## src/vat_pkg.sv

```systemverilog
// ----------------------------------------------------------------------------
// vat_pkg
// shared constants for the voice activity trigger
// ----------------------------------------------------------------------------
`default_nettype none

package vat_pkg;

    localparam int CFG_W    = 6;
    localparam int CFG_IDX_W = 2;
    localparam int EVENT_W  = 2;
    localparam int FLUSH_W  = 6;

    typedef logic [CFG_IDX_W-1:0] cfg_idx_t;
    typedef logic [CFG_W-1:0]     cfg_val_t;
    typedef logic [EVENT_W-1:0]   event_t;

    localparam cfg_idx_t REG_WINDOW_FRAMES   = 2'd0;
    localparam cfg_idx_t REG_START_THRESHOLD = 2'd1;
    localparam cfg_idx_t REG_STOP_THRESHOLD  = 2'd2;

    localparam cfg_val_t WINDOW_FRAMES_RST   = 6'd10;
    localparam cfg_val_t START_THRESHOLD_RST = 6'd7;
    localparam cfg_val_t STOP_THRESHOLD_RST  = 6'd7;

    localparam event_t EV_NONE   = 2'd0;
    localparam event_t EV_SPEECH = 2'd1;
    localparam event_t EV_END    = 2'd2;

endpackage

`default_nettype wire

```

## src/voice_activity_trigger.sv

```systemverilog
// Voice activity trigger: takes one voiced/unvoiced frame flag per item and returns one
// result per item. An item can be accepted every cycle, and its result is in the output
// register on the next cycle. A result that waits there holds off the input unless it is
// taken in the same cycle.
// The padding window is a shift register with a running fill and voiced count, so each
// item is a single update. After window_frames is written smaller than the number of
// frames currently held, the input stalls while the oldest flags are dropped one at a
// time until the fill fits the window.
// ----------------------------------------------------------------------------
// voice_activity_trigger
// padding-window speech start and end detection on per-frame voice flags
// ----------------------------------------------------------------------------
`default_nettype none

module voice_activity_trigger #(
    parameter int MAX_WINDOW = 32
) (
    input  wire                      aclk,
    input  wire                      aresetn,
    input  wire                      s_valid,
    output logic                     s_ready,
    input  wire                      s_frame_voiced,
    output logic                     m_valid,
    input  wire                      m_ready,
    output vat_pkg::event_t          m_event_res,
    output logic [vat_pkg::FLUSH_W-1:0] m_flush_count,
    input  wire                      cfg_valid,
    output logic                     cfg_ready,
    input  wire vat_pkg::cfg_idx_t   cfg_index,
    input  wire vat_pkg::cfg_val_t   cfg_data
);

    localparam int CNT_W = $clog2(MAX_WINDOW + 1);
    localparam int IDX_W = (MAX_WINDOW > 1) ? $clog2(MAX_WINDOW) : 1;
    localparam int CW    = CNT_W + vat_pkg::CFG_W + vat_pkg::FLUSH_W;

    vat_pkg::cfg_val_t win_cfg_reg, start_thr_reg, stop_thr_reg;

    logic [MAX_WINDOW-1:0] flags_reg, flags_next;
    logic [CNT_W-1:0]      fill_reg, fill_next;
    logic [CNT_W-1:0]      voiced_reg, voiced_next;
    logic                  speech_reg, speech_next;

    logic                  out_valid_reg;
    vat_pkg::event_t       event_reg, event_next;
    logic [vat_pkg::FLUSH_W-1:0] flush_reg, flush_next;

    logic [CW-1:0]    win_ext;
    logic [CNT_W-1:0] eff_win;
    logic             trim;
    logic             accept;
    logic [IDX_W-1:0] oldest_idx;
    logic             oldest_bit;
    logic [CNT_W-1:0] fill_push, voiced_push;
    logic [CNT_W-1:0] unvoiced_push;

    // effective window length, clamped to 1..MAX_WINDOW
    always_comb begin
        win_ext = CW'(win_cfg_reg);
        if (win_ext == '0) begin
            win_ext = CW'(1);
        end else if (win_ext > CW'(MAX_WINDOW)) begin
            win_ext = CW'(MAX_WINDOW);
        end
        eff_win = win_ext[CNT_W-1:0];
    end

    assign trim       = (fill_reg > eff_win);
    assign accept     = s_valid && s_ready;
    assign s_ready    = !trim && (!out_valid_reg || m_ready);
    assign cfg_ready  = 1'b1;
    assign oldest_idx = IDX_W'(fill_reg - CNT_W'(1));
    assign oldest_bit = flags_reg[oldest_idx];

    // window after the push of the new flag
    always_comb begin
        if (fill_reg == eff_win) begin
            fill_push   = fill_reg;
            voiced_push = voiced_reg - CNT_W'(oldest_bit) + CNT_W'(s_frame_voiced);
        end else begin
            fill_push   = fill_reg + CNT_W'(1);
            voiced_push = voiced_reg + CNT_W'(s_frame_voiced);
        end
        unvoiced_push = fill_push - voiced_push;
    end

    always_comb begin
        flags_next  = flags_reg;
        fill_next   = fill_reg;
        voiced_next = voiced_reg;
        speech_next = speech_reg;
        event_next  = event_reg;
        flush_next  = flush_reg;
        if (trim) begin
            fill_next   = fill_reg - CNT_W'(1);
            voiced_next = voiced_reg - CNT_W'(oldest_bit);
        end else if (accept) begin
            for (int i = MAX_WINDOW - 1; i > 0; i--) begin
                flags_next[i] = flags_reg[i-1];
            end
            flags_next[0] = s_frame_voiced;
            fill_next     = fill_push;
            voiced_next   = voiced_push;
            event_next    = vat_pkg::EV_NONE;
            flush_next    = '0;
            if (!speech_reg) begin
                if (CW'(voiced_push) > CW'(start_thr_reg)) begin
                    speech_next = 1'b1;
                    event_next  = vat_pkg::EV_SPEECH;
                    flush_next  = vat_pkg::FLUSH_W'(fill_push);
                    fill_next   = '0;
                    voiced_next = '0;
                end
            end else begin
                event_next = vat_pkg::EV_SPEECH;
                flush_next = vat_pkg::FLUSH_W'(1);
                if (CW'(unvoiced_push) > CW'(stop_thr_reg)) begin
                    speech_next = 1'b0;
                    event_next  = vat_pkg::EV_END;
                    fill_next   = '0;
                    voiced_next = '0;
                end
            end
        end
    end

    always_ff @(posedge aclk) begin
        if (!aresetn) begin
            win_cfg_reg   <= vat_pkg::WINDOW_FRAMES_RST;
            start_thr_reg <= vat_pkg::START_THRESHOLD_RST;
            stop_thr_reg  <= vat_pkg::STOP_THRESHOLD_RST;
            fill_reg      <= '0;
            voiced_reg    <= '0;
            speech_reg    <= 1'b0;
            out_valid_reg <= 1'b0;
        end else begin
            if (cfg_valid && cfg_ready) begin
                case (cfg_index)
                    vat_pkg::REG_WINDOW_FRAMES:   win_cfg_reg   <= cfg_data;
                    vat_pkg::REG_START_THRESHOLD: start_thr_reg <= cfg_data;
                    vat_pkg::REG_STOP_THRESHOLD:  stop_thr_reg  <= cfg_data;
                    default: ;
                endcase
            end
            fill_reg   <= fill_next;
            voiced_reg <= voiced_next;
            speech_reg <= speech_next;
            if (accept) begin
                out_valid_reg <= 1'b1;
            end else if (m_ready) begin
                out_valid_reg <= 1'b0;
            end
        end
    end

    always_ff @(posedge aclk) begin
        flags_reg <= flags_next;
        event_reg <= event_next;
        flush_reg <= flush_next;
    end

    assign m_valid       = out_valid_reg;
    assign m_event_res   = event_reg;
    assign m_flush_count = flush_reg;

endmodule

`default_nettype wire

```

## config.mk

```make
export PLATFORM = sky130hd
export DESIGN_NAME = voice_activity_trigger
export DESIGN_NICKNAME = d
export VERILOG_FILES = /design/src/vat_pkg.sv /design/src/voice_activity_trigger.sv
export SDC_FILE = /design/constraint.sdc
export NUM_CORES = 1
export LEC_CHECK = 0
export ABC_AREA = 1
export BUFFER_PORTS_ARGS = -buffer_cell sky130_fd_sc_hd__clkbuf_2
export CORE_UTILIZATION = 35
export DETAILED_ROUTE_END_ITERATION = 16
export GPL_TIMING_DRIVEN = 1
export PLACE_DENSITY = 0.49
export SYNTH_ARGS = -nofsm -noshare
export SYNTH_HDL_FRONTEND = slang
export SYNTH_SLANG_ARGS = --single-unit
```

## constraint.sdc

```tcl
create_clock -name aclk -period 11.96 [get_ports aclk]
set_input_delay 2.392 -clock aclk [delete_from_list [all_inputs] [get_ports aclk]]
set_output_delay 2.392 -clock aclk [all_outputs]
set_load 0.05 [all_outputs]
```

Word level (Yosys, flattened, before mapping). Index checks and enable logic that the tools add are counted. W data, S select, Z words.

$add $sub $neg: 6. Magnitude comparators: 5. Equality and inequality tests: 3. Multiplexer cells: 25. Bitwise operators: 2. Reductions and logical operators: 14.

Operator list (number): $mux W6 (14); $gt A6 B6 Y1 (3); $add A6 B1 Y6 (2); $mux W1 (8); $reduce_and A2 Y1 (4); $add A6 B1 Y6 const B (1); $eq A6 B6 Y1 (1); $gt A6 B6 Y1 const B (1); $logic_not A6 Y1 (1); $lt A5 B6 Y1 const B (1); $sub A6 B1 Y6 (1); $sub A6 B1 Y6 const B (1); $sub A6 B6 Y6 (1); $bmux W1 S5 (1); $mux W2 (2); $reduce_bool A2 Y1 (2); $eq A2 B1 Y1 const B (1); $eq A2 B2 Y1 const B (1); $logic_and A1 B1 Y1 (2); $logic_not A1 Y1 (2); $logic_not A2 Y1 (1); $not A1 Y1 (2); $reduce_or A2 Y1 (1); $logic_or A1 B1 Y1 (1).

Register bits: 72. Input bits: 14. Word-level logic and storage cells: 66.

Longest topological paths before layout. Gate-level depths: netlist (run 1).

Depth in word-level cells: 12. Mapped depth: 42. Mapped depth without buffers: 38.

Worst setup path after synthesis (run 1). OpenSTA, ideal clock, no wires.

Path kind: register -> register. From: register fill_reg[0]. To: register voiced_reg[1]. Library setup time: 138 ps. Arrival: 5615 ps. Required time: 11822 ps. Setup slack: 6208 ps. Stages on the path, launching flop included: 37. Buffers on the path: 4. Period minus slack after synthesis: 5752 ps. Path through: dfxtp_1 > buf_2 > clkinv_1 > buf_2 > ha_1 > buf_2 > clkinv_1 > nand2_1 > a21oi_1 > o311a_1 > o31ai_1 > ha_1 > o21ai_0 > ha_1 > nand3_2 > nand2_1 > nand2_1 > ha_1 > nand2_1 > nor2_1 > a211oi_1 > o21ai_0 > a21oi_2 > xnor2_1 > ha_1 > nand2_1 > inv_1 > nand3_1 > o21bai_1 > o211ai_1 > o31a_1 > nand2_1 > nand2_1 > buf_2 > nor2_1 > nand2_2 > a21oi_2.

Cells in the longest elaborated chain, start to end: 12. Elaborated cells between the ends (all ways): 22.

RTL lines: from (decl) (line voice_activity_trigger.sv:40) `logic [CNT_W-1:0] fill_reg, fill_next;`; from (signal assigned) (line voice_activity_trigger.sv:145) `fill_reg <= fill_next;`; $sub A6 B1 Y6; $bmux W1 S5 (line voice_activity_trigger.sv:73) `assign oldest_bit = flags_reg[oldest_idx];`; $mux W1 (implied by the code) (line voice_activity_trigger.sv:73); $sub A6 B1 Y6 (line voice_activity_trigger.sv:79, voice_activity_trigger.sv:96); $add A6 B1 Y6 (line voice_activity_trigger.sv:79) `voiced_push = voiced_reg - CNT_W'(oldest_bit) + CNT_W'(s_frame_voiced);`; $mux W6 (line voice_activity_trigger.sv:77) `if (fill_reg == eff_win) begin`; $sub A6 B6 Y6 (line voice_activity_trigger.sv:84) `unvoiced_push = fill_push - voiced_push;`; $gt A6 B6 Y1 (line voice_activity_trigger.sv:117) `if (CW'(unvoiced_push) > CW'(stop_thr_reg)) begin`; $mux W6 (line voice_activity_trigger.sv:117); $mux W6 (line voice_activity_trigger.sv:106) `if (!speech_reg) begin`; $mux W6 (line voice_activity_trigger.sv:97) `end else if (accept) begin`; $mux W6 (line voice_activity_trigger.sv:94) `if (trim) begin`; to (signal assigned) (line voice_activity_trigger.sv:146) `voiced_reg <= voiced_next;`; to (decl) (line voice_activity_trigger.sv:41) `logic [CNT_W-1:0] voiced_reg, voiced_next;`.

Parallel ways exist; a longest one is shown, timed or not. The select of a mux whose other input is x is not followed. A chain may end at the register's enable or synchronous reset.

Final worst setup path (run 1).
From: register fill_reg[0]. To: register voiced_reg[3].

Same word-level chain as after synthesis.

==> impl_metrics.py, run 1 <==
metrics = {
    "critical_path": {
        "worst-endpoint-arrival_ns": 7.68,
        "end_kind": "flip-flop",
        "critical_path.most_common_cell": "sky130_fd_sc_hd__nand2_1",
        "r2r-start": "fill_reg[0]",
        "cp-start-kind": "flip-flop",
        "worst-r2r-cell-count": 32,
        "critical_path.max_stage_delay_ns": 0.79,
        "critical_path.slowest_cell": "sky130_fd_sc_hd__dfxtp_1",
        "reg2reg_to": "voiced_reg[3]",
        "critPathRequiredTime_ns": 12.23,
        "critPathMaxFanout": 21,
        "flop2flop_setup_slack_ns": 4.55,
        "worst-setup-path-type": "flip-flop to flip-flop",
    },
    "place": {
        "placement.io_buffers": 23,
        "place_hpwl_mm": 6.96,
        "routabilityCongestion": 0.817,
    },
    "synthesis": {
        "post_synth.cell_area_avg_sq_um": 8.65,
        "mappedNetlistArea_sq_mm": 0.00418,
        "yosys.cell_count.top_type": "sky130_fd_sc_hd__nand2_1",
        "synthesized_instance_count": 483,
        "yosys_warnings": 0,
        "synth.distinct_cells": 45,
        "netlist_top_cells_area": "sky130_fd_sc_hd__edfxtp_1, sky130_fd_sc_hd__dfxtp_1, sky130_fd_sc_hd__ha_1",
        "number_of_synthesized_flops_with_an_enable_pin": 40,
        "postSynth.asyncResetShare_pct": 0,
        "synthFlopType": "sky130_fd_sc_hd__edfxtp_1",
        "postSynthRegisterBits": 72,
        "synth.top_cells.by_count": "sky130_fd_sc_hd__nand2_1, sky130_fd_sc_hd__inv_1, sky130_fd_sc_hd__edfxtp_1, sky130_fd_sc_hd__nor2_1, sky130_fd_sc_hd__a21oi_1",
        "yosys.area.top_type": "sky130_fd_sc_hd__edfxtp_1",
        "synth.top_cell.area_share_pct": 28.8,
        "synthesized_nets": 525,
        "seq_area_frac_synth_pct": 44.1,
    },
    "finish": {
        "largest_register_ff_count": 32,
        "ff_latch_area_sq_mm": 0.00184,
        "layout-drive-gt1-share_pct": 17.1,
        "fillers": 1140,
        "multi_input_comb_area_sq_mm": 0.00197,
        "areaGrowthSynthToFinish_pct": 12.6,
        "antenna_cells_inserted": 0,
        "final_core_utilization_pct": 40.8,
        "finish.net_count": 546,
    },
    "floorplan": {
        "io_pins": 25,
        "placeableCoreArea_sq_mm": 0.0115,
        "initial_core_util_pct": 36.3,
        "dieHeight_microns": 111,
        "design.die.area_sq_mm": 0.0124,
        "die_width_microns": 111,
        "placement_rows": 39,
    },
    "worst_hold_path": {
        "worstHoldPathCells": 0,
        "holdCritPathClass": "flip-flop to flip-flop",
        "min_from": "flags_reg[9]",
        "hold_end": "flags_reg[10]",
    },
    "sta": {
        "final_worst_clock_skew_ns": 0.00846,
        "worst-slew-pin-transition_ns": 0.918,
        "timing.final.setup_violations": 0,
        "fmaxAchievable_ghz": 0.135,
        "rsz0062_at_grt": "false",
        "final_hold_viol_count": 0,
        "final_period_minus_worst_setup_slack_ns": 7.41,
        "final.setup.tns_ns": 0,
        "maxSlewHeadroom_pct": 38.7,
        "period_share_pct": 61.9,
        "slew_violations": 0,
    },
    "clock_tree": {
        "cts-htree-levels": 3,
        "numCtsBuffers": 9,
        "cts-resized-gates": 0,
        "clock_sinks": 72,
        "cts.root.buffer_cell": "sky130_fd_sc_hd__clkbuf_16",
        "cts.path.max_buffers": 2,
        "postCtsHoldBufs": 0,
        "clkLatencyLatePin_ns": 0.35,
        "tritoncts_clock_tree": "built",
        "clk_pin_slew_ns": 0.06,
        "post-cts-setup-buffers": 0,
    },
    "global_route": {
        "grt_antenna_before_repair": 0,
        "grt_pass1_wl_mm": 16.1,
        "first_global_vias": 3186,
        "pin_count_of_the_biggest_net_entering_global_routing": 44,
        "grt-ovfl-total": 0,
        "grt_usage_pct": 17.0,
    },
    "detailed_routing": {
        "viasPerCell": 4.91,
        "routed_wl_mm": 9.55,
        "route.detailed.wl_per_inst_microns": 14.6,
        "via_count": 3199,
        "ant_nets": 0,
        "dr.pass1.iters": 10,
        "drt_iter0_markers": 156,
        "drcViolationCount": 2,
    },
    "power_and_ir_drop": {
        "power_per_cell_area_mw_per_mm2": 269,
        "part_of_the_power_in_registers_pct": 31.5,
        "power_switching_share_pct": 42.1,
        "comb_power_share_pct": 46.0,
        "worst_vdd_drop_uv": 89.4,
        "cellLeakagePower_nw": 2.04,
        "switching_power_mw": 0.532,
        "share_clk_of_total_power_pct": 22.6,
        "internal-power_mw": 0.731,
    },
    "outcome": {
        "failed_checks": "design-rule violations",
        "run_status": "finished with violations",
    },
    "run": {
        "maxCapViolCount": 0,
    },
}
-- power groups by stage --
stage               sequential [mW]  clock (mW)  combinational, mW
CTS                           0.398       0.291              0.581
detailed placement            0.402           0              0.577
finish                        0.397       0.285              0.581
global route                  0.406       0.302              0.659
global placement              0.404           0              0.576
floorplan                     0.425           0              0.428
-- cell type report --
type / instances / area share [%]
inverters: 75 / 5.99
multi-input cells: 323 / 41.9
clock buffers: 11 / 4.95
clock inverters: 5 / 1.73
flip-flops and latches: 72 / 39.2
repair buffers: 23 / 2.45
well taps: 143 / 3.80
-- how the worst max path moves through the flow --
stage               cells past startpoint        start       endpoint
detailed placement                     32  fill_reg[0]  voiced_reg[3]
finish                                 32  fill_reg[0]  voiced_reg[3]
global placement                       33  fill_reg[0]  voiced_reg[4]
floorplan                              36  fill_reg[0]  voiced_reg[1]
CTS                                    32  fill_reg[0]  voiced_reg[3]
global route                           32  fill_reg[0]    fill_reg[0]
-- through the flow --
stage / area, sq um / cells / hold slack, ns / setup WS [ns] / total power [mW]
after floorplan: 4180 / 483 / 0.427 / 6.21 / 0.854
after global placement: 4390 / 636 / 0.453 / 4.98 / 0.979
after detailed placement: 4390 / 636 / 0.438 / 4.69 / 0.978
after CTS: 4700 / 652 / 0.450 / 4.63 / 1.27
after global routing: 4700 / 652 / 0.460 / 3.80 / 1.37
final: 4700 / 652 / 0.457 / 4.55 / 1.26
-- worst max-delay path, delay by kind of cell, from the launching register on --
| kind | cells | cell delay (ns) |
|---|---|---|
| buffers and inverters | 3 | 1.08 |
| xor gates and xnor gates | 1 | 0.15 |
| DFF | 1 | 0.79 |
| and+or+nand+nor | 12 | 1.40 |
| adders and majority gates | 5 | 1.86 |
| AOI/OAI and AO/OA | 11 | 2.04 |
-- layer usage --
layer / vias up / share of wire, % / global-route usage [%]
met5: - / 0 / 0
met4: 0 / 2.6 / 8.11
met3: 21 / 4.1 / 4.43
met2: 68 / 44 / 26.1
met1: 1475 / 49 / 22.4
li1: 1635 / - / -
-- cell families (layout without fill, tap and decap cells) --
kind of cell / Yosys count / after routing / share of synthesized area [%]
adder cells (fa/ha/maj): 28 / 28 / 8.57
AO/OA/AOI/OAI: 94 / 94 / 13.8
XOR/XNOR: 18 / 18 / 4.13
AND/OR/NAND/NOR: 182 / 182 / 20.6
flip-flops: 72 / 72 / 44.1
other: 1 / 1 / 0.0898
buffers and inverters: 88 / 114 / 8.69
-- cells in the final DEF (no fill, tap or decap), drive strengths merged, types with 3 or more instances in the layout --
cell and n:
nand2 106, o211ai 6, dfxtp 32, a21oi 44, a22oi 4, nand3 23, nor3 6, inv 72
clkinv 5, edfxtp 40, clkbuf 34, xnor2 6, nand4 3, ha 27, nor2 42, o22ai 7
xor2 12, o21ai 24
Note: power is estimated with default switching activity, not from simulation.
==> run 2: changes to the inputs <==
- clock period: 11.96 -> 7.5 ns (I/O delays scaled with it)
==> impl_metrics.py, run 2 (synthesis results as in run 1) <==
metrics = {
    "outcome": {
        "run_status": "finished with violations",
        "failed_checks": "design-rule violations",
    },
    "finish": {
        "largest_register_ff_count": 32,
        "final_core_utilization_pct": 40.6,
        "ff_latch_area_sq_mm": 0.00184,
        "layout.cells.most_common": "sky130_fd_sc_hd__nand2_1",
        "post_route_cell_area_sq_mm": 0.00468,
        "finish.net_count": 548,
        "finalNonFillerCells": 654,
        "layout-drive-gt1-share_pct": 17.6,
        "antenna_cells_inserted": 0,
        "areaGrowthSynthToFinish_pct": 12.0,
        "multi_input_comb_area_sq_mm": 0.00197,
        "most-common-layout-cells": "sky130_fd_sc_hd__nand2_1, sky130_fd_sc_hd__inv_1, sky130_fd_sc_hd__edfxtp_1",
        "fillers": 1172,
    },
    "power_and_ir_drop": {
        "share_clk_of_total_power_pct": 20.2,
        "power_per_cell_area_mw_per_mm2": 420,
        "power_switching_share_pct": 43.8,
        "worst_vdd_drop_uv": 156,
        "cellLeakagePower_nw": 2.03,
        "internal-power_mw": 1.10,
        "part_of_the_power_in_registers_pct": 31.5,
        "comb_power_share_pct": 48.3,
        "switching_power_mw": 0.859,
        "power_mw": 1.96,
    },
    "detailed_routing": {
        "drt_iter0_markers": 153,
        "ant_nets": 0,
        "viasPerCell": 4.85,
        "route.detailed.wl_per_inst_microns": 14.7,
        "via_count": 3169,
        "dr.pass1.iters": 10,
        "drcViolationCount": 2,
        "routed_wl_mm": 9.63,
    },
    "sta": {
        "final_hold_viol_count": 0,
        "maxSlewHeadroom_pct": 40.8,
        "worst-slew-pin-transition_ns": 0.886,
        "rsz0062_at_grt": "false",
        "final_worst_clock_skew_ns": 0.00775,
        "final_period_minus_worst_setup_slack_ns": 6.42,
        "period_share_pct": 85.6,
        "slew_violations": 0,
        "setup_ws_ns": 1.08,
        "final.setup.tns_ns": 0,
        "timing.final.setup_violations": 0,
        "hold-worst-slack_ns": 0.444,
        "fmaxAchievable_ghz": 0.156,
    },
    "global_route": {
        "grt_usage_pct": 17.2,
        "grt_pass1_wl_mm": 16.4,
        "first_global_vias": 3187,
        "grt-ovfl-total": 0,
        "grt_antenna_before_repair": 0,
        "pin_count_of_the_biggest_net_entering_global_routing": 44,
    },
    "clock_tree": {
        "postCtsHoldBufs": 0,
        "cts-htree-levels": 3,
        "cts.root.buffer_cell": "sky130_fd_sc_hd__clkbuf_16",
        "clkLatencyLatePin_ns": 0.34,
        "clock_sinks": 72,
        "tritoncts_clock_tree": "built",
        "numCtsBuffers": 9,
        "cts-resized-gates": 0,
        "post-cts-setup-buffers": 0,
        "cts.path.max_buffers": 2,
        "clk_pin_slew_ns": 0.06,
    },
    "worst_hold_path": {
        "holdCritPathClass": "flip-flop to flip-flop",
        "hold_end": "flags_reg[7]",
        "worstHoldPathCells": 0,
        "min_from": "flags_reg[6]",
    },
    "critical_path": {
        "r2r-start": "fill_reg[0]",
        "worst-r2r-cell-count": 34,
        "reg2reg_to": "voiced_reg[0]",
        "flop2flop_setup_slack_ns": 1.08,
        "cp-start-kind": "flip-flop",
        "worst-setup-path-type": "flip-flop to flip-flop",
        "critical_path.max_stage_delay_ns": 0.49,
        "worst-endpoint-arrival_ns": 6.68,
        "critical_path.most_common_cell": "sky130_fd_sc_hd__nand2_1",
        "critical_path.slowest_cell": "sky130_fd_sc_hd__ha_1",
        "critPathMaxFanout": 21,
        "critPathRequiredTime_ns": 7.76,
        "end_kind": "flip-flop",
    },
    "place": {
        "placement.io_buffers": 23,
        "detailed_place.area_sq_mm": 0.00440,
        "routabilityCongestion": 0.839,
        "place_hpwl_mm": 7.10,
        "post_placement_worst_setup_slack_ns": 1.19,
        "numPlacedInstances": 638,
    },
    "floorplan": {
        "die_width_microns": 111,
        "placeableCoreArea_sq_mm": 0.0115,
        "initial_core_util_pct": 36.3,
        "design.die.area_sq_mm": 0.0124,
        "placement_rows": 39,
        "dieHeight_microns": 111,
        "io_pins": 25,
    },
    "run": {
        "maxCapViolCount": 0,
    },
}
==> run 2: final cells by class <==
type,instances,area share (%)
Tap cell,143,3.82
Clock inverter,6,0.989
Inverter,75,6.02
Sequential cell,72,39.4
Clock buffer,10,4.89
Multi-Input combinational cell,323,42.1
Timing Repair Buffer,25,2.78
==> run 2: power by group through the flow <==
| stage | Clock (mW) | Sequential, mW | Combinational [mW] |
|---|---|---|---|
| 6_report | 0.397 | 0.618 | 0.949 |
| 5_1_grt | 0.422 | 0.632 | 1.09 |
| 4_1_cts | 0.407 | 0.620 | 0.953 |
| 3_5_place_dp | 0 | 0.628 | 0.947 |
| 3_3_place_gp | 0 | 0.626 | 0.939 |
| 2_1_floorplan | 0 | 0.678 | 0.683 |
==> run 2: how the worst max path moves through the flow <==
stage | startpoint | endpoint | slack [ns] | cells past startpoint
2_1_floorplan | fill_reg[0] | voiced_reg[1] | 1.75 | 36
3_3_place_gp | fill_reg[0] | fill_reg[4] | 1.48 | 34
3_5_place_dp | fill_reg[0] | voiced_reg[0] | 1.19 | 34
4_1_cts | fill_reg[0] | voiced_reg[0] | 1.12 | 33
5_1_grt | fill_reg[0] | fill_reg[2] | 0.36 | 34
6_report | fill_reg[0] | voiced_reg[0] | 1.08 | 34
==> run 2: critical path: cells and delay by family, from the launching register on <==
| kind | cells | cell delay, ns |
|---|---|---|
| and+or+nand+nor | 12 | 1.33 |
| xor gates and xnor gates | 1 | 0.15 |
| DFF | 1 | 0.31 |
| AOI/OAI and AO/OA | 12 | 2.15 |
| buffers and inverters | 4 | 0.72 |
| adders and majority gates | 5 | 1.67 |
==> run 2: routing by layer <==
metal | GRT usage, % | part of all wire (%)
met1 | 23.2 | 50
met4 | 8.38 | 1.7
met5 | 0 | 0
met3 | 3.50 | 3.1
met2 | 26.3 | 45
